===== config.mk =====
export PLATFORM = sky130hd
export DESIGN_NAME = aes_ctrl
export DESIGN_NICKNAME = d
export VERILOG_FILES = /design/src/sv/aes_pkg.sv /design/src/sv/aes_ctrl.sv
export SDC_FILE = /design/constraint.sdc
export NUM_CORES = 1
export LEC_CHECK = 0
export ABC_AREA = 1
export BUFFER_PORTS_ARGS = -buffer_cell sky130_fd_sc_hd__buf_2
export CAP_MARGIN = 15
export CORE_MARGIN = 1.5
export CORE_UTILIZATION = 54
export DETAILED_ROUTE_END_ITERATION = 8
export PLACE_DENSITY_LB_ADDON = 0.25
export SKIP_LAST_GASP = 1
export SLEW_MARGIN = 30
export SYNTH_ARGS = -nofsm -noshare
export SYNTH_HDL_FRONTEND = slang
export SYNTH_SLANG_ARGS = --single-unit

===== constraint.sdc =====
create_clock -name clk -period 2.25 [get_ports clk]
set_input_delay 0.5625 -clock clk [delete_from_list [all_inputs] [get_ports clk]]
set_output_delay 0.5625 -clock clk [all_outputs]
set_load 0.02 [all_outputs]

===== src/sv/aes_pkg.sv =====
// Package: shared types, S-box tables and round transform functions.
package aes_pkg;

	localparam int unsigned ROUND_KEY_COUNT = 11;
	localparam int unsigned RK_ADDR_W = 4;
	localparam int unsigned CFG_INDEX_W = 8;

	// register indexes on the configuration channel
	localparam logic [CFG_INDEX_W-1:0] REG_KEY_UPPER = 8'd0;
	localparam logic [CFG_INDEX_W-1:0] REG_KEY_LOWER = 8'd1;

	// opcode values
	localparam logic OP_ENCRYPT = 1'b0;
	localparam logic OP_DECRYPT = 1'b1;

	localparam logic [7:0] RCON_FIRST = 8'h01;

	// command bundle from controller to datapath
	typedef struct packed {
		logic                 load;      // take block and key, start expansion
		logic                 expand;    // one key expansion step
		logic [RK_ADDR_W-1:0] waddr;     // round key store write address
		logic [RK_ADDR_W-1:0] raddr;     // round key store read address
		logic                 add_init;  // initial key addition
		logic                 round;     // one cipher round
		logic                 last;      // final round, no column mixing
		logic                 dec;       // inverse cipher
		logic                 capture;   // move result into output register
	} aes_cmd_t;

	localparam logic [7:0] SBOX [256] = '{
		8'h63, 8'h7c, 8'h77, 8'h7b, 8'hf2, 8'h6b, 8'h6f, 8'hc5,
		8'h30, 8'h01, 8'h67, 8'h2b, 8'hfe, 8'hd7, 8'hab, 8'h76,
		8'hca, 8'h82, 8'hc9, 8'h7d, 8'hfa, 8'h59, 8'h47, 8'hf0,
		8'had, 8'hd4, 8'ha2, 8'haf, 8'h9c, 8'ha4, 8'h72, 8'hc0,
		8'hb7, 8'hfd, 8'h93, 8'h26, 8'h36, 8'h3f, 8'hf7, 8'hcc,
		8'h34, 8'ha5, 8'he5, 8'hf1, 8'h71, 8'hd8, 8'h31, 8'h15,
		8'h04, 8'hc7, 8'h23, 8'hc3, 8'h18, 8'h96, 8'h05, 8'h9a,
		8'h07, 8'h12, 8'h80, 8'he2, 8'heb, 8'h27, 8'hb2, 8'h75,
		8'h09, 8'h83, 8'h2c, 8'h1a, 8'h1b, 8'h6e, 8'h5a, 8'ha0,
		8'h52, 8'h3b, 8'hd6, 8'hb3, 8'h29, 8'he3, 8'h2f, 8'h84,
		8'h53, 8'hd1, 8'h00, 8'hed, 8'h20, 8'hfc, 8'hb1, 8'h5b,
		8'h6a, 8'hcb, 8'hbe, 8'h39, 8'h4a, 8'h4c, 8'h58, 8'hcf,
		8'hd0, 8'hef, 8'haa, 8'hfb, 8'h43, 8'h4d, 8'h33, 8'h85,
		8'h45, 8'hf9, 8'h02, 8'h7f, 8'h50, 8'h3c, 8'h9f, 8'ha8,
		8'h51, 8'ha3, 8'h40, 8'h8f, 8'h92, 8'h9d, 8'h38, 8'hf5,
		8'hbc, 8'hb6, 8'hda, 8'h21, 8'h10, 8'hff, 8'hf3, 8'hd2,
		8'hcd, 8'h0c, 8'h13, 8'hec, 8'h5f, 8'h97, 8'h44, 8'h17,
		8'hc4, 8'ha7, 8'h7e, 8'h3d, 8'h64, 8'h5d, 8'h19, 8'h73,
		8'h60, 8'h81, 8'h4f, 8'hdc, 8'h22, 8'h2a, 8'h90, 8'h88,
		8'h46, 8'hee, 8'hb8, 8'h14, 8'hde, 8'h5e, 8'h0b, 8'hdb,
		8'he0, 8'h32, 8'h3a, 8'h0a, 8'h49, 8'h06, 8'h24, 8'h5c,
		8'hc2, 8'hd3, 8'hac, 8'h62, 8'h91, 8'h95, 8'he4, 8'h79,
		8'he7, 8'hc8, 8'h37, 8'h6d, 8'h8d, 8'hd5, 8'h4e, 8'ha9,
		8'h6c, 8'h56, 8'hf4, 8'hea, 8'h65, 8'h7a, 8'hae, 8'h08,
		8'hba, 8'h78, 8'h25, 8'h2e, 8'h1c, 8'ha6, 8'hb4, 8'hc6,
		8'he8, 8'hdd, 8'h74, 8'h1f, 8'h4b, 8'hbd, 8'h8b, 8'h8a,
		8'h70, 8'h3e, 8'hb5, 8'h66, 8'h48, 8'h03, 8'hf6, 8'h0e,
		8'h61, 8'h35, 8'h57, 8'hb9, 8'h86, 8'hc1, 8'h1d, 8'h9e,
		8'he1, 8'hf8, 8'h98, 8'h11, 8'h69, 8'hd9, 8'h8e, 8'h94,
		8'h9b, 8'h1e, 8'h87, 8'he9, 8'hce, 8'h55, 8'h28, 8'hdf,
		8'h8c, 8'ha1, 8'h89, 8'h0d, 8'hbf, 8'he6, 8'h42, 8'h68,
		8'h41, 8'h99, 8'h2d, 8'h0f, 8'hb0, 8'h54, 8'hbb, 8'h16
	};

	localparam logic [7:0] INV_SBOX [256] = '{
		8'h52, 8'h09, 8'h6a, 8'hd5, 8'h30, 8'h36, 8'ha5, 8'h38,
		8'hbf, 8'h40, 8'ha3, 8'h9e, 8'h81, 8'hf3, 8'hd7, 8'hfb,
		8'h7c, 8'he3, 8'h39, 8'h82, 8'h9b, 8'h2f, 8'hff, 8'h87,
		8'h34, 8'h8e, 8'h43, 8'h44, 8'hc4, 8'hde, 8'he9, 8'hcb,
		8'h54, 8'h7b, 8'h94, 8'h32, 8'ha6, 8'hc2, 8'h23, 8'h3d,
		8'hee, 8'h4c, 8'h95, 8'h0b, 8'h42, 8'hfa, 8'hc3, 8'h4e,
		8'h08, 8'h2e, 8'ha1, 8'h66, 8'h28, 8'hd9, 8'h24, 8'hb2,
		8'h76, 8'h5b, 8'ha2, 8'h49, 8'h6d, 8'h8b, 8'hd1, 8'h25,
		8'h72, 8'hf8, 8'hf6, 8'h64, 8'h86, 8'h68, 8'h98, 8'h16,
		8'hd4, 8'ha4, 8'h5c, 8'hcc, 8'h5d, 8'h65, 8'hb6, 8'h92,
		8'h6c, 8'h70, 8'h48, 8'h50, 8'hfd, 8'hed, 8'hb9, 8'hda,
		8'h5e, 8'h15, 8'h46, 8'h57, 8'ha7, 8'h8d, 8'h9d, 8'h84,
		8'h90, 8'hd8, 8'hab, 8'h00, 8'h8c, 8'hbc, 8'hd3, 8'h0a,
		8'hf7, 8'he4, 8'h58, 8'h05, 8'hb8, 8'hb3, 8'h45, 8'h06,
		8'hd0, 8'h2c, 8'h1e, 8'h8f, 8'hca, 8'h3f, 8'h0f, 8'h02,
		8'hc1, 8'haf, 8'hbd, 8'h03, 8'h01, 8'h13, 8'h8a, 8'h6b,
		8'h3a, 8'h91, 8'h11, 8'h41, 8'h4f, 8'h67, 8'hdc, 8'hea,
		8'h97, 8'hf2, 8'hcf, 8'hce, 8'hf0, 8'hb4, 8'he6, 8'h73,
		8'h96, 8'hac, 8'h74, 8'h22, 8'he7, 8'had, 8'h35, 8'h85,
		8'he2, 8'hf9, 8'h37, 8'he8, 8'h1c, 8'h75, 8'hdf, 8'h6e,
		8'h47, 8'hf1, 8'h1a, 8'h71, 8'h1d, 8'h29, 8'hc5, 8'h89,
		8'h6f, 8'hb7, 8'h62, 8'h0e, 8'haa, 8'h18, 8'hbe, 8'h1b,
		8'hfc, 8'h56, 8'h3e, 8'h4b, 8'hc6, 8'hd2, 8'h79, 8'h20,
		8'h9a, 8'hdb, 8'hc0, 8'hfe, 8'h78, 8'hcd, 8'h5a, 8'hf4,
		8'h1f, 8'hdd, 8'ha8, 8'h33, 8'h88, 8'h07, 8'hc7, 8'h31,
		8'hb1, 8'h12, 8'h10, 8'h59, 8'h27, 8'h80, 8'hec, 8'h5f,
		8'h60, 8'h51, 8'h7f, 8'ha9, 8'h19, 8'hb5, 8'h4a, 8'h0d,
		8'h2d, 8'he5, 8'h7a, 8'h9f, 8'h93, 8'hc9, 8'h9c, 8'hef,
		8'ha0, 8'he0, 8'h3b, 8'h4d, 8'hae, 8'h2a, 8'hf5, 8'hb0,
		8'hc8, 8'heb, 8'hbb, 8'h3c, 8'h83, 8'h53, 8'h99, 8'h61,
		8'h17, 8'h2b, 8'h04, 8'h7e, 8'hba, 8'h77, 8'hd6, 8'h26,
		8'he1, 8'h69, 8'h14, 8'h63, 8'h55, 8'h21, 8'h0c, 8'h7d
	};

	// multiply by x in GF(2^8)
	function automatic logic [7:0] xtime(input logic [7:0] a);
		xtime = {a[6:0], 1'b0} ^ (a[7] ? 8'h1b : 8'h00);
	endfunction

	// byte i of a block, byte 0 in the top bits
	function automatic logic [7:0] byte_of(input logic [127:0] v, input int unsigned i);
		byte_of = v[127-8*i -: 8];
	endfunction

	function automatic logic [127:0] sub_bytes(input logic [127:0] v);
		logic [127:0] r;
		r = '0;
		for (int i = 0; i < 16; i++)
			r[127-8*i -: 8] = SBOX[byte_of(v, i)];
		sub_bytes = r;
	endfunction

	function automatic logic [127:0] inv_sub_bytes(input logic [127:0] v);
		logic [127:0] r;
		r = '0;
		for (int i = 0; i < 16; i++)
			r[127-8*i -: 8] = INV_SBOX[byte_of(v, i)];
		inv_sub_bytes = r;
	endfunction

	// byte r+4c comes from r+4((c+r) mod 4)
	function automatic logic [127:0] shift_rows(input logic [127:0] v);
		logic [127:0] r;
		r = '0;
		for (int rw = 0; rw < 4; rw++)
			for (int c = 0; c < 4; c++)
				r[127-8*(rw+4*c) -: 8] = byte_of(v, rw + 4*((c+rw) % 4));
		shift_rows = r;
	endfunction

	function automatic logic [127:0] inv_shift_rows(input logic [127:0] v);
		logic [127:0] r;
		r = '0;
		for (int rw = 0; rw < 4; rw++)
			for (int c = 0; c < 4; c++)
				r[127-8*(rw+4*((c+rw) % 4)) -: 8] = byte_of(v, rw + 4*c);
		inv_shift_rows = r;
	endfunction

	function automatic logic [127:0] mix_columns(input logic [127:0] v);
		logic [127:0] r;
		logic [7:0]   a [4];
		logic [7:0]   d [4];
		r = '0;
		for (int c = 0; c < 4; c++) begin
			for (int k = 0; k < 4; k++) begin
				a[k] = byte_of(v, 4*c + k);
				d[k] = xtime(a[k]);
			end
			r[127-8*(4*c)   -: 8] = d[0] ^ d[1] ^ a[1] ^ a[2] ^ a[3];
			r[127-8*(4*c+1) -: 8] = a[0] ^ d[1] ^ d[2] ^ a[2] ^ a[3];
			r[127-8*(4*c+2) -: 8] = a[0] ^ a[1] ^ d[2] ^ d[3] ^ a[3];
			r[127-8*(4*c+3) -: 8] = d[0] ^ a[0] ^ a[1] ^ a[2] ^ d[3];
		end
		mix_columns = r;
	endfunction

	function automatic logic [127:0] inv_mix_columns(input logic [127:0] v);
		logic [127:0] r;
		logic [7:0]   a [4];
		logic [7:0]   m9 [4];
		logic [7:0]   m11 [4];
		logic [7:0]   m13 [4];
		logic [7:0]   m14 [4];
		logic [7:0]   x2;
		logic [7:0]   x4;
		logic [7:0]   x8;
		r = '0;
		for (int c = 0; c < 4; c++) begin
			for (int k = 0; k < 4; k++) begin
				a[k]   = byte_of(v, 4*c + k);
				x2     = xtime(a[k]);
				x4     = xtime(x2);
				x8     = xtime(x4);
				m9[k]  = x8 ^ a[k];
				m11[k] = x8 ^ x2 ^ a[k];
				m13[k] = x8 ^ x4 ^ a[k];
				m14[k] = x8 ^ x4 ^ x2;
			end
			for (int rw = 0; rw < 4; rw++)
				r[127-8*(4*c+rw) -: 8] = m14[rw] ^ m11[(rw+1)%4] ^ m13[(rw+2)%4]
					^ m9[(rw+3)%4];
		end
		inv_mix_columns = r;
	endfunction

	// next round key from the previous one
	function automatic logic [127:0] key_next(input logic [127:0] k, input logic [7:0] rcon);
		logic [31:0] t;
		logic [31:0] w0;
		logic [31:0] w1;
		logic [31:0] w2;
		logic [31:0] w3;
		t  = {SBOX[k[23:16]] ^ rcon, SBOX[k[15:8]], SBOX[k[7:0]], SBOX[k[31:24]]};
		w0 = k[127:96] ^ t;
		w1 = k[95:64] ^ w0;
		w2 = k[63:32] ^ w1;
		w3 = k[31:0] ^ w2;
		key_next = {w0, w1, w2, w3};
	endfunction

endpackage


===== src/sv/aes_ctrl.sv =====
// Controller: sequences key expansion, rounds and the output handshake.
module aes_ctrl (
	input  logic              clk,
	input  logic              arst_n,
	input  logic              in_valid,
	output logic              in_ready,
	input  logic              opcode,
	output logic              out_valid,
	input  logic              out_ready,
	output aes_pkg::aes_cmd_t cmd
);
	import aes_pkg::*;

	localparam logic [RK_ADDR_W-1:0] LAST_RK = RK_ADDR_W'(ROUND_KEY_COUNT - 1);

	typedef enum logic [2:0] {
		ST_IDLE,
		ST_EXPAND,
		ST_PREP,
		ST_INIT,
		ST_ROUND,
		ST_DONE
	} state_t;

	state_t               state_q;
	logic [RK_ADDR_W-1:0] cnt_q;
	logic                 dec_q;
	logic                 out_valid_q;
	logic                 accept;
	logic                 capture;

	assign in_ready  = (state_q == ST_IDLE);
	assign accept    = in_valid && in_ready;
	assign capture   = (state_q == ST_DONE) && (!out_valid_q || out_ready);
	assign out_valid = out_valid_q;

	// commands to the datapath
	always_comb begin
		cmd          = '0;
		cmd.dec      = dec_q;
		cmd.waddr    = cnt_q;
		cmd.load     = accept;
		cmd.expand   = (state_q == ST_EXPAND);
		cmd.add_init = (state_q == ST_INIT);
		cmd.round    = (state_q == ST_ROUND);
		cmd.last     = (cnt_q == LAST_RK);
		cmd.capture  = capture;
		unique case (state_q)
			ST_PREP:  cmd.raddr = dec_q ? LAST_RK : '0;
			ST_INIT:  cmd.raddr = dec_q ? LAST_RK - 1'b1 : RK_ADDR_W'(1);
			ST_ROUND: begin
				if (cnt_q == LAST_RK)
					cmd.raddr = '0;
				else
					cmd.raddr = dec_q ? LAST_RK - 1'b1 - cnt_q : cnt_q + 1'b1;
			end
			default:  cmd.raddr = '0;
		endcase
	end

	// state and registered outputs
	always_ff @(posedge clk or negedge arst_n) begin
		if (!arst_n) begin
			state_q     <= ST_IDLE;
			cnt_q       <= '0;
			dec_q       <= 1'b0;
			out_valid_q <= 1'b0;
		end else begin
			if (out_valid_q && out_ready && !capture)
				out_valid_q <= 1'b0;
			unique case (state_q)
				ST_IDLE: begin
					if (accept) begin
						dec_q   <= (opcode == OP_DECRYPT);
						cnt_q   <= RK_ADDR_W'(1);
						state_q <= ST_EXPAND;
					end
				end
				ST_EXPAND: begin
					if (cnt_q == LAST_RK)
						state_q <= ST_PREP;
					else
						cnt_q <= cnt_q + 1'b1;
				end
				ST_PREP:  state_q <= ST_INIT;
				ST_INIT: begin
					cnt_q   <= RK_ADDR_W'(1);
					state_q <= ST_ROUND;
				end
				ST_ROUND: begin
					if (cnt_q == LAST_RK)
						state_q <= ST_DONE;
					else
						cnt_q <= cnt_q + 1'b1;
				end
				ST_DONE: begin
					if (capture) begin
						out_valid_q <= 1'b1;
						state_q     <= ST_IDLE;
					end
				end
				default: state_q <= ST_IDLE;
			endcase
		end
	end

endmodule


==> impl_summary.md, run 1 <==
Setup path
Of all nets on the critical path, the largest fanout is 5. The delay contributed by the slowest stage of the critical path is 0.44 ns. The critical path arrival is 1.68 ns. The data required time at the worst endpoint is 1.69 ns. Walking the worst path, the cells encountered are buf_4 > ha_1 > xnor2_2 > nand2_1 > nand2_1 > nor2_1 > buf_4. The critical path endpoint category is a primary output. The class of the most critical setup path is reg2out. The kind of launch point of the worst setup path is a register.

The number of buffers and inverters on the critical path is 2. On the critical path, the stage with the largest delay is an instance of dfrtp_2. Broken down by cell family, the worst path's largest delay share belongs to flip-flops.

Timing
The number of slew-limit violations in the final report is 0. The number of failing setup endpoints in the final timing report is 0. Setup slack closes at 0.0119 ns. Clock skew on the completed layout was measured at 0.00337 ns. Subtracting the final worst setup slack from the clock period gives 2.24 ns. The achievable frequency is 447 MHz. The count of final hold-check violations is 0. At the pin with the least slew margin, the transition time is 0.263 ns. The worst pin sits at a relative slew slack of 0.825. Dividing the final minimum period by the clock period gives 0.995.

Final layout
The final layout net count is 153. 0 antenna diodes ended up in the layout. Of the cells placed in the final design, the portion with a size suffix greater than 1 is 0.343. From synthesis to final layout, the design area changed by 21.5%.

After the flow finishes, the layout carries non-filler instances totaling 158.

CTS
The clock insertion delay at the later pin of the skew report is 0.27 ns. The CTS tree is yes. The root buffer cell chosen for the clock tree is clkbuf_4. The tree built by TritonCTS fans out to 9 sinks. Clock tree synthesis inserted a total of 3 buffers. CTS built an H-tree with a depth of 1. The longest clock path from root to sink contains 2 buffers.

The clock-pin slew of the registers on the worst-case setup and hold paths is 0.06 ns.

Drt
The detailed router placed 809 vias in this run. The number of DRC violations after detailed routing is 0. Summed over all layers, the routed wires come to 1870 µm. The detail-routed via count per cell is 5.12. The remaining antenna violation count after routing is 0.

The number of detailed-route iterations in the first pass is 4. The violation count after the first detailed-routing iteration is 25. The routed length per instance is 11.9 µm.

Yosys
During synthesis, Yosys emitted a total of 0 warnings. Yosys mapped the design onto 19 distinct sky130hd cell types. Of the synthesized area, sequential elements account for 0.289. The number of nets in the synthesized netlist is 127. A synthesized cell averages 6.60 µm². The simple-gate share of the synthesized area is 0.429. Summing every instance area after synthesis gives 778 µm². The post-synthesis compound-gate area fraction is 0.0659. In the post-synthesis netlist, the biggest area contributors are dfrtp_1, nand2_1, inv_1, nand3_1, ha_1. By area, the combinational part of the netlist is dominated by simple AND/OR/NAND/NOR gates. The number of instances in the synthesized netlist is 118. The library cell occupying the most area in the post-synthesis netlist is dfrtp_1. The total of flip-flops plus latches after synthesis is 9. Of the post-synthesis cell area, the dominant cell type holds 0.289. Of the total synthesized cell area, the portion taken by full adders, half adders and majority gates is 0.0643.

Of the total synthesized cell area, the portion taken by XOR and XNOR cells is 0.0113. The fraction of synthesized area in multiplexers is 0.

Worst hold path
The path class of the tightest hold or removal check is in2async.

Floorplanning
Measured along the y axis, the die boundary spans 41.0 µm. The initial utilization of the core area, before any placement, comes to 0.591. The region available for standard cell placement spans 0.00132 mm². The number of ports placed on the die boundary is 22. Measured along the x axis, the die boundary spans 41.0 µm. The die covers 0.00168 mm². The standard-cell row count is 13.

Outcome
The run finished with clean final reports.

Placement
The worst slack at placement is 0.253 ns. After detailed placement, the design holds a cell count of 150. The port buffer count is 21.

The last weighted congestion value of the routability-driven placer is 0.860. The half-perimeter wire length after detailed placement is 1310 µm.

GRT
The global route total overflow is 0. The total track usage is 0.244. The wire length of the first global-routing pass is 2550 µm. The via count of the first global-routing pass was 598. Entering global routing, the biggest net connects 11 pins.

The number of antenna violations at the first check in global routing is 0.

Job
Across the run, the number of max-cap violations was 0.

Power
The design draws 1.38 mW. For this design the static power due to leakage is 0.585 nW. The power density over the cells is 1460 mW/mm².

VDD sags by at most 0.000795 V.
[where the power goes]
| part | leakage [nW] | switching (mW) | internal (mW) |
|---|---|---|---|
| Sequential | 0.109 | 0.126 | 0.236 |
| Clock | 0.0150 | 0.0624 | 0.0687 |
| Combinational | 0.461 | 0.558 | 0.328 |
[worst paths after layout]
| path | cells after the start | end | start | slack, ns |
|---|---|---|---|---|
| worst min-delay path | 1 | dec_q | arst_n | 0.14 |
| worst min register to register | 2 | cnt_q[3] | cnt_q[3] | 0.57 |
| worst max-delay path | 7 | cmd[7] | cnt_q[0] | 0.01 |
| min in group clk | 3 | dec_q | opcode | 0.51 |
| worst max register to register | 9 | state_q[2] | cnt_q[0] | 0.87 |
| max in group asynchronous | 1 | cnt_q[1] | arst_n | 1.91 |
[area by class of cell]
class / count / area [µm²]
Timing Repair Buffer: 25 / 138
Tap cell: 15 / 18.8
Fill cell: 111 / 372
Sequential cell: 9 / 231
Inverter: 20 / 75.1
Multi-Input combinational cell: 85 / 457
Clock buffer: 4 / 26.3
[worst register-to-register path: cells and delay by family (launching register included)]
| family | cells | cell delay, ns |
|---|---|---|
| adders and majority gates | 1 | 0.13 |
| buffers and inverters | 2 | 0.14 |
| and+or+nand+nor | 6 | 0.56 |
| DFF | 1 | 0.44 |
[cells by family after synthesis]
family                     after synthesis
DFF                                      9
buffers and inverters                   24
xor gates and xnor gates                 1
and+or+nand+nor                         70
adders and majority gates                4
AOI/OAI and AO/OA                       10
[metal layers]
layer | global-route usage | vias to the layer above | routed length (µm)
met5 | 0 | - | 0
met4 | 0.125 | 0 | 40
met3 | 0.0652 | 7 | 117
met2 | 0.336 | 31 | 859
met1 | 0.343 | 361 | 856
li1 | - | 410 | -
[layout by cell type (no fill, tap or decap), drive strengths merged]
cell type,instances
ha,4
nor2,15
xnor2,1
clkbuf,4
nand2,42
a21oi,3
buf,25
nand3,13
o21ai,6
inv,20
o22ai,1
dfrtp,9
[synthesized netlist by cell type, drive strengths merged]
library cell,number
buf,4
nor2,15
o21ai,6
o22ai,1
nand3,13
ha,4
dfrtp,9
nand2,42
a21oi,3
xnor2,1
inv,20
[what timing repair did]
action	4_1_cts	5_1_grt
hold buffers	0	0
pin swaps	0	0
resized for setup	1	7
gates cloned	0	0
setup buffers	0	4
endpoints found under the setup margin	3	4
[flip-flops by register name, summed over array words and instances (netlist names)]
name	count
state_q	3
cnt_q	4
dec_q	1
out_valid	1
[per-stage QoR]
step | utilization | setup TNS [ns] | hold WS, ns | area, µm²
floorplan | - | 0 | 0.267 | 778
finish | 0.718 | 0 | 0.136 | 946
global placement | 0.659 | 0 | 0.429 | 868
detailed placement | 0.659 | 0 | 0.433 | 868
global route | 0.718 | -0.0727 | 0.151 | 946
CTS | 0.680 | 0 | 0.151 | 896
No activity file was read; power rests on OpenSTA's default activity.
==> inputs of run 2 (changes only) <==
--- a/config.mk
+++ b/config.mk
@@ -11,7 +11,9 @@
 export CORE_MARGIN = 1.5
 export CORE_UTILIZATION = 54
 export DETAILED_ROUTE_END_ITERATION = 8
+export GPL_ROUTABILITY_DRIVEN = 0
 export PLACE_DENSITY_LB_ADDON = 0.25
+export SETUP_SLACK_MARGIN = 0.2
 export SKIP_LAST_GASP = 1
 export SLEW_MARGIN = 30
 export SYNTH_ARGS = -nofsm -noshare
==> constraint.sdc (replaced) <==
create_clock -name clk -period 2.7 [get_ports clk]
set_input_delay 0.675 -clock clk [delete_from_list [all_inputs] [get_ports clk]]
set_output_delay 0.675 -clock clk [all_outputs]
set_load 0.02 [all_outputs]
==> impl_summary.md, run 2 (same netlist as run 1, synthesis figures left out) <==
CTS
The total clock buffers created by CTS is 3. Clock-pin slew was measured on the worst setup and hold paths at 0.06 ns. For this design, the CTS-stage hold fixing added 0 buffers.

The largest buffer count on any clock path is 2. After clock tree synthesis, the setup repair step added 0 buffers. The deepest level of the CTS H-tree is 1. For the worst-skew pair, the clock arrives at the later sink with an insertion delay of 0.26 ns. The TritonCTS sink count is 9. The root buffer selected by CTS is clkbuf_4.

The CTS tree is yes.

Timing
The final setup skew is 0.00247 ns. The worst slew margin relative to its limit is 0.746. In the finished design, the share of the clock period the worst path needs comes to 0.863. Setup repair after global routing left no endpoint under its margin. Across all setup checks in the final design, the least slack found is 0.370 ns. For the finished layout, the period the worst path requires is 2.33 ns. Hold timing on the final database bottoms out at a slack of 0.257 ns. Setup violations remaining at the end of the flow were counted as 0. The achievable frequency is 429 MHz. The slew of the pin with the lowest slew margin is 0.380 ns. The number of slew-limit violations in the final report is 0. The count of final hold-check violations came to 0. The sum of negative setup slack is 0 ns.

Setup path
The launching instance or port of the critical path is cnt_q[1]. Data on the critical path is required at its endpoint by 2.03 ns. In this run the critical register-to-register path is launched from cnt_q[1].

The critical path endpoint category is a primary output. Across all register-to-register paths, the minimum setup slack is 1.29 ns. For the worst setup path, the data arrival time is 1.65 ns. Of all nets on the critical path, the largest fanout is 7.

STA classifies the critical path startpoint as a register. The class of the most critical setup path is reg2out.

Final layout
In the layout the commonest cells are nand2_1, buf_2, inv_1. The commonest non-fill, non-tap cell in the layout is nand2_1. The register with the most flip-flops is cnt_q.

Of the cells placed in the final design, the portion with a size suffix greater than 1 is 0.288. The final standard cell utilization of the core is 0.680. The largest registers in the layout are cnt_q x4, state_q x3. The register with the most flip-flops in the layout has 4 of them. 0 antenna diodes ended up in the layout. Compared with the post-synthesis result, the final layout area differs by 15.1%. The final layout net count is 149.

Counting the fill cells in the layout gives 121.

Drt
After detailed routing, the average wire length per cell comes to 10.8 µm. Summed over all layers, the routed wires come to 1670 µm. The number of detailed-route iterations in the first pass is 4. The number of DRC violations after detailed routing is 0. After the first detailed-routing iteration, the DRC count stood at 17. The remaining antenna violation count after routing is 0. After detailed routing, the number of vias per cell comes to 5.01.

For this block, the via count after detailed routing is 771.

GRT
The met3 layer usage reported by global route is 0.0489. The via count of the first global-routing pass is 606. The total track usage is 0.239. Summed over all layers, the global routing overflow is 0. The maximum number of pins on one net before global-route repair is 11. For this run, global-route usage on met2 was measured as 0.328. The wire length of the first global-routing pass is 2510 µm. The met1 demand-to-capacity share in global routing is 0.336. The number of antenna violations at the first check in global routing was 0. In this run the most used layer during global routing was met1.

Placement
Before CTS, the worst setup slack after placement is 0.613 ns. Once detailed placement completed, the half-perimeter wirelength came to 1310 µm. The port buffer count is 21.

Floorplanning
In this run the horizontal extent of the chip is 41.0 µm. The number of ports placed on the die boundary is 22. The standard-cell row count is 13. In this run the vertical extent of the chip is 41.0 µm.

The effective utilization at floorplan is 0.591. The floorplan core area is 0.00132 mm². The area of the die is 0.00168 mm².

Power
The power density over the cells is 1190 mW/mm². The total design power is 1.06 mW. The static leakage is 0.569 nW.

The worst IR drop on VDD is 0.000612 V.

Outcome
The flow ran to the end, and the final reports show no timing, DRC or antenna violations.

Worst hold path
The tightest min-delay check is of the in2async type.

Job
The tool flagged a number of max-cap violations equal to 0.
[run 2: changes by cell type in the layout (fill, tap and decap cells not counted)]
cell and delta:
xnor2_1 +1, dfrtp_2 -4, nor2_2 +1, xnor2_2 -1, buf_4 -5, nor2_4 -1
dfrtp_1 +4, buf_2 +1
[run 2: timing repair]
item / 4_1_cts / 5_1_grt
setup endpoints to repair: 0 / 2
hold endpoints to repair: 0 / 0
resized for setup: 0 / 1
[run 2: through the flow]
step                      instance area, µm²  cells
after global routing                     896    154
after detailed placement                 868    150
after floorplan                          778    118
final                                    896    154
after global placement                   868    150
after CTS                                895    154
[run 2: final cells by class]
type / count / area, µm² / share of cell area
multi-input combinational: 85 / 444 / 0.496
sequential: 9 / 226 / 0.253
timing repair buffer: 21 / 105 / 0.117
inverter: 20 / 75.1 / 0.0838
clock buffer: 4 / 26.3 / 0.0293
tap: 15 / 18.8 / 0.0209
[run 2: per-layer routing]
metal,share of wire,wire (µm),vias up
met2,0.45,754,19
met1,0.48,794,341
li1,-,-,405
met3,0.049,82,6
met5,0,0,-
met4,0.023,39,0
[run 2: worst paths after layout]
path,to,cells after the start
setup reg to reg,state_q[2],8
setup / recovery,cmd[5],7
hold reg to reg,cnt_q[3],2
hold / removal,dec_q,1
max in group asynchronous,cnt_q[0],1
min in group clk,cnt_q[3],2
[run 2: where the power goes]
| group | total (mW) | leakage [nW] | switching (mW) | internal, mW |
|---|---|---|---|---|
| combinational | 0.661 | 0.440 | 0.432 | 0.228 |
| clock | 0.106 | 0.0150 | 0.0493 | 0.0571 |
| sequential | 0.297 | 0.115 | 0.107 | 0.190 |
| total | 1.06 | 0.569 | 0.588 | 0.476 |
[run 2: worst max-delay path, stage by stage, from the launching register on]
cell	delay, ns
dfrtp_1	0.48
ha_1	0.22
nand2_1	0.10
nor2_4	0.06
nor2_2	0.17
inv_2	0.06
o21ai_1	0.12
buf_2	0.18
==> inputs of run 3 (changes only) <==
--- a/config.mk
+++ b/config.mk
@@ -5,11 +5,10 @@
 export SDC_FILE = /design/constraint.sdc
 export NUM_CORES = 1
 export LEC_CHECK = 0
-export ABC_AREA = 1
 export BUFFER_PORTS_ARGS = -buffer_cell sky130_fd_sc_hd__buf_2
 export CAP_MARGIN = 15
 export CORE_MARGIN = 1.5
-export CORE_UTILIZATION = 54
+export CORE_UTILIZATION = 52
 export DETAILED_ROUTE_END_ITERATION = 8
 export GPL_ROUTABILITY_DRIVEN = 0
 export PLACE_DENSITY_LB_ADDON = 0.25
==> impl_summary.md, run 3 <==
Yosys
For this run, the leading register cell type out of synthesis is dfrtp_1. Counting flops with a built-in enable in the synthesized netlist gives 0. Of all cell types, the one taking the most synthesized area is dfrtp_1. The proportion of synthesized flip-flops having asynchronous set or reset is 1.00.

The number of instances in the synthesized netlist is 83. The cell area that synthesis handed to floorplanning was 707 µm². The total of flip-flops plus latches after synthesis is 9. The Yosys step of the flow raised 0 warnings. The share of the Yosys chip area taken by registers is 0.319. By area the synthesized netlist is led by dfrtp_1, ha_1, o21ai_0, nand2_1, nand2b_1. The count of cell types in the netlist is 29. Of the post-synthesis cell area, the dominant cell type holds 0.319.

The number of nets produced by synthesis is 92. Ranked by instance count, the synthesized netlist is headed by dfrtp_1, nand2_1, o21ai_0. The mean instance size in the synthesized netlist is 8.52 µm².

GRT
Entering global routing, the biggest net connects 12 pins. The first global-routing pass estimated 2000 µm of wire. The number of antenna violations at the first check in global routing is 0. The via count of the first global-routing pass came to 467. The global route total overflow is 0. Across every metal layer, demand over resource in global routing totals 0.192.

Timing
The number of slew-limit violations in the final report is 0. The worst pin sits at a relative slew slack of 0.738. The post-route minimum period is 2.29 ns. Timing would allow up to 438 MHz. For the pin with the worst max-slew slack, the measured transition is 0.393 ns. The count of final hold-check violations was 0.

The final clock period utilization by the worst path is 0.846. Summed over all failing endpoints, the final setup total negative slack is 0 ns. Setup repair after global routing left no endpoint under its margin. The final setup skew is 0.00864 ns. Setup violations remaining at the end of the flow were counted as 0.

Final layout
The cell area after layout is 812 µm². After the last flow step, the layout net total stands at 112. The synthesis-to-finish area growth is 14.9%. The fraction of final layout cells with drive strength greater than 1 is 0.304. The repair_antennas step left the layout with diodes totalling 0. The area used by multi-input combinational logic is 413 µm². The register area is 226 µm². In the layout the commonest cells are buf_2, nand2_1, o21ai_0, dfrtp_1, a21oi_1. The number of flip-flops in the largest register is 4. Ranked by flip-flop count, first place goes to cnt_q.

The largest registers in the layout are cnt_q x4, state_q x3. The number of fillers in the final layout is 117. The commonest non-fill, non-tap cell in the layout is buf_2. The final standard cell utilization of the core is 0.632.

Power
Of the total power, the share spent switching nets is 0.478. The total design power is 865 µW. In this run the power density over the cells is 1060 mW/mm². The net switching component of the power is 413 µW. The part of the total power dissipated in combinational logic is 0.550. The internal power summed over all cells is 451 µW. The sequential group share of total power is 0.331. Of the total power, the clock network draws 0.119. In this run the static leakage power is 0.440 nW. Across the VDD grid, the largest voltage drop is 0.000549 V.

CTS
The clock passes through at most 2 buffers. Clock tree synthesis found a total of 9 sinks. The clock insertion delay at the later pin of the skew report is 0.26 ns. The number of setup buffers added after CTS is 0. The total clock buffers created by CTS is 3. The deepest level of the CTS H-tree is 1. The clock-pin slew of the registers on the worst-case setup and hold paths is 0.06 ns.

The CTS tree is yes. Clock tree synthesis selected as its root buffer the cell clkbuf_4.

Setup path
Walking the worst path, the cells encountered are inv_1 > ha_1 > o21ai_0 > nand3_1 > a21oi_1 > buf_2. The number of buffers and inverters on the critical path is 2. The critical path in this run is classified as reg2out. The largest fanout of any net on the critical path is 9. At the worst endpoint, the required time is 2.03 ns. The critical path arrival is 1.61 ns. The worst setup path is launched from a register.

The slowest stage of the critical path belongs to the cell dfrtp_2. The worst setup path is captured at a primary output. Broken down by cell family, the worst path's largest delay share belongs to flip-flops. For this run, the slowest stage of the critical path takes 0.43 ns.

Job
The count of maximum capacitance violations is 0.

Placement
Port buffering added 21 buffers. After detailed placement, the total cell area comes to 785 µm². The wire-length estimate of the detail-placed layout is 1080 µm.

Floorplanning
In this run the vertical extent of the chip is 39.9 µm. For this configuration, the core starts out at a cell density of 0.550. 22 I/O pins were placed.

The width of the chip is 39.9 µm. The area of the die is 0.00159 mm². The total area inside the core boundary comes to 0.00128 mm². The standard-cell row count is 13.

Drt
The number of detailed-route iterations in the first pass is 4. The violation count after the first detailed-routing iteration is 18. The detail-routed via count per cell is 5.21. The number of DRC violations after detailed routing is 0. In this run the remaining antenna-violating nets after routing total 0. The via count of the routed design is 609. The routed length per instance is 11.4 µm. The routed design has 1340 µm of wire.

Outcome
The run finished with clean final reports.

Worst hold path
The tightest min-delay check is of the in2async type.
[run 3: changes by cell type after synthesis, moves of 4 or more]
cell,previous run,this run
nand2_1,37,9
inv_1,15,5
nand3_1,11,2
nor2_1,12,5
nand2b_1,0,5
inv_2,5,1
o21ai_0,4,8
[run 3: what timing repair did]
| item | 4_1_cts | 5_1_grt |
|---|---|---|
| setup endpoints to repair | 0 | 1 |
| hold buffers | 0 | 0 |
| resized for setup | 0 | 1 |
[run 3: area by class of cell]
cell class | count | area share
inverters | 6 | 0.0277
well taps | 15 | 0.0231
repair buffers | 21 | 0.129
flip-flops and latches | 9 | 0.279
clock buffers | 4 | 0.0324
multi-input cells | 62 | 0.508
[run 3: worst paths after layout]
check	to	slack, ns	depth (start not counted)	startpoint
setup / recovery	cmd[6]	0.41	6	cnt_q[0]
hold / removal	state_q[2]	0.25	1	arst_n
setup reg to reg	cnt_q[0]	1.13	6	cnt_q[1]
hold reg to reg	out_valid	0.56	2	out_valid
max in group asynchronous	cnt_q[0]	2.25	1	arst_n
min in group clk	out_valid	0.56	2	out_valid
[run 3: metrics by stage]
| step | worst slack (ns) | hold slack (ns) | cells |
|---|---|---|---|
| floorplan | 0.470 | 0.379 | 83 |
| global placement | 0.668 | 0.526 | 113 |
| detailed placement | 0.631 | 0.537 | 113 |
| CTS | 0.349 | 0.255 | 117 |
| global route | 0.244 | 0.262 | 117 |
| finish | 0.415 | 0.251 | 117 |
[run 3: metal layers]
| layer | GRT usage | vias up | part of all wire |
|---|---|---|---|
| met4 | 0.0776 | 0 | 0.0067 |
| met2 | 0.278 | 19 | 0.43 |
| met3 | 0.0511 | 2 | 0.058 |
| li1 | - | 322 | - |
| met5 | 0 | - | 0 |
| met1 | 0.264 | 266 | 0.50 |
[run 3: kinds of logic (layout without fill, tap and decap cells)]
family                     after synthesis  after routing  synth area share
and+or+nand+nor                         33             33             0.260
AOI/OAI and AO/OA                       21             21             0.200
adders and majority gates                4              4            0.0708
xor gates and xnor gates                 3              3            0.0372
buffers and inverters                   12             31            0.0973
DFF                                      9              9             0.319
muxes                                    1              1            0.0159
[run 3: power by group through the flow]
stage	Sequential, mW	Clock [mW]	Combinational [mW]
after CTS	0.285	0.106	0.480
after global placement	0.284	0	0.471
after floorplan	0.282	0	0.387
final	0.286	0.103	0.475
after detailed placement	0.288	0	0.479
after global routing	0.304	0.112	0.537
[run 3: worst reg2reg max path, cell delays in order, from the launching register on]
cell and delay [ns]:
dfrtp_1 0.45, ha_1 0.26, nand3b_4 0.13, inv_2 0.06, or3_4 0.38, nand2_1 0.07, o21ai_0 0.08
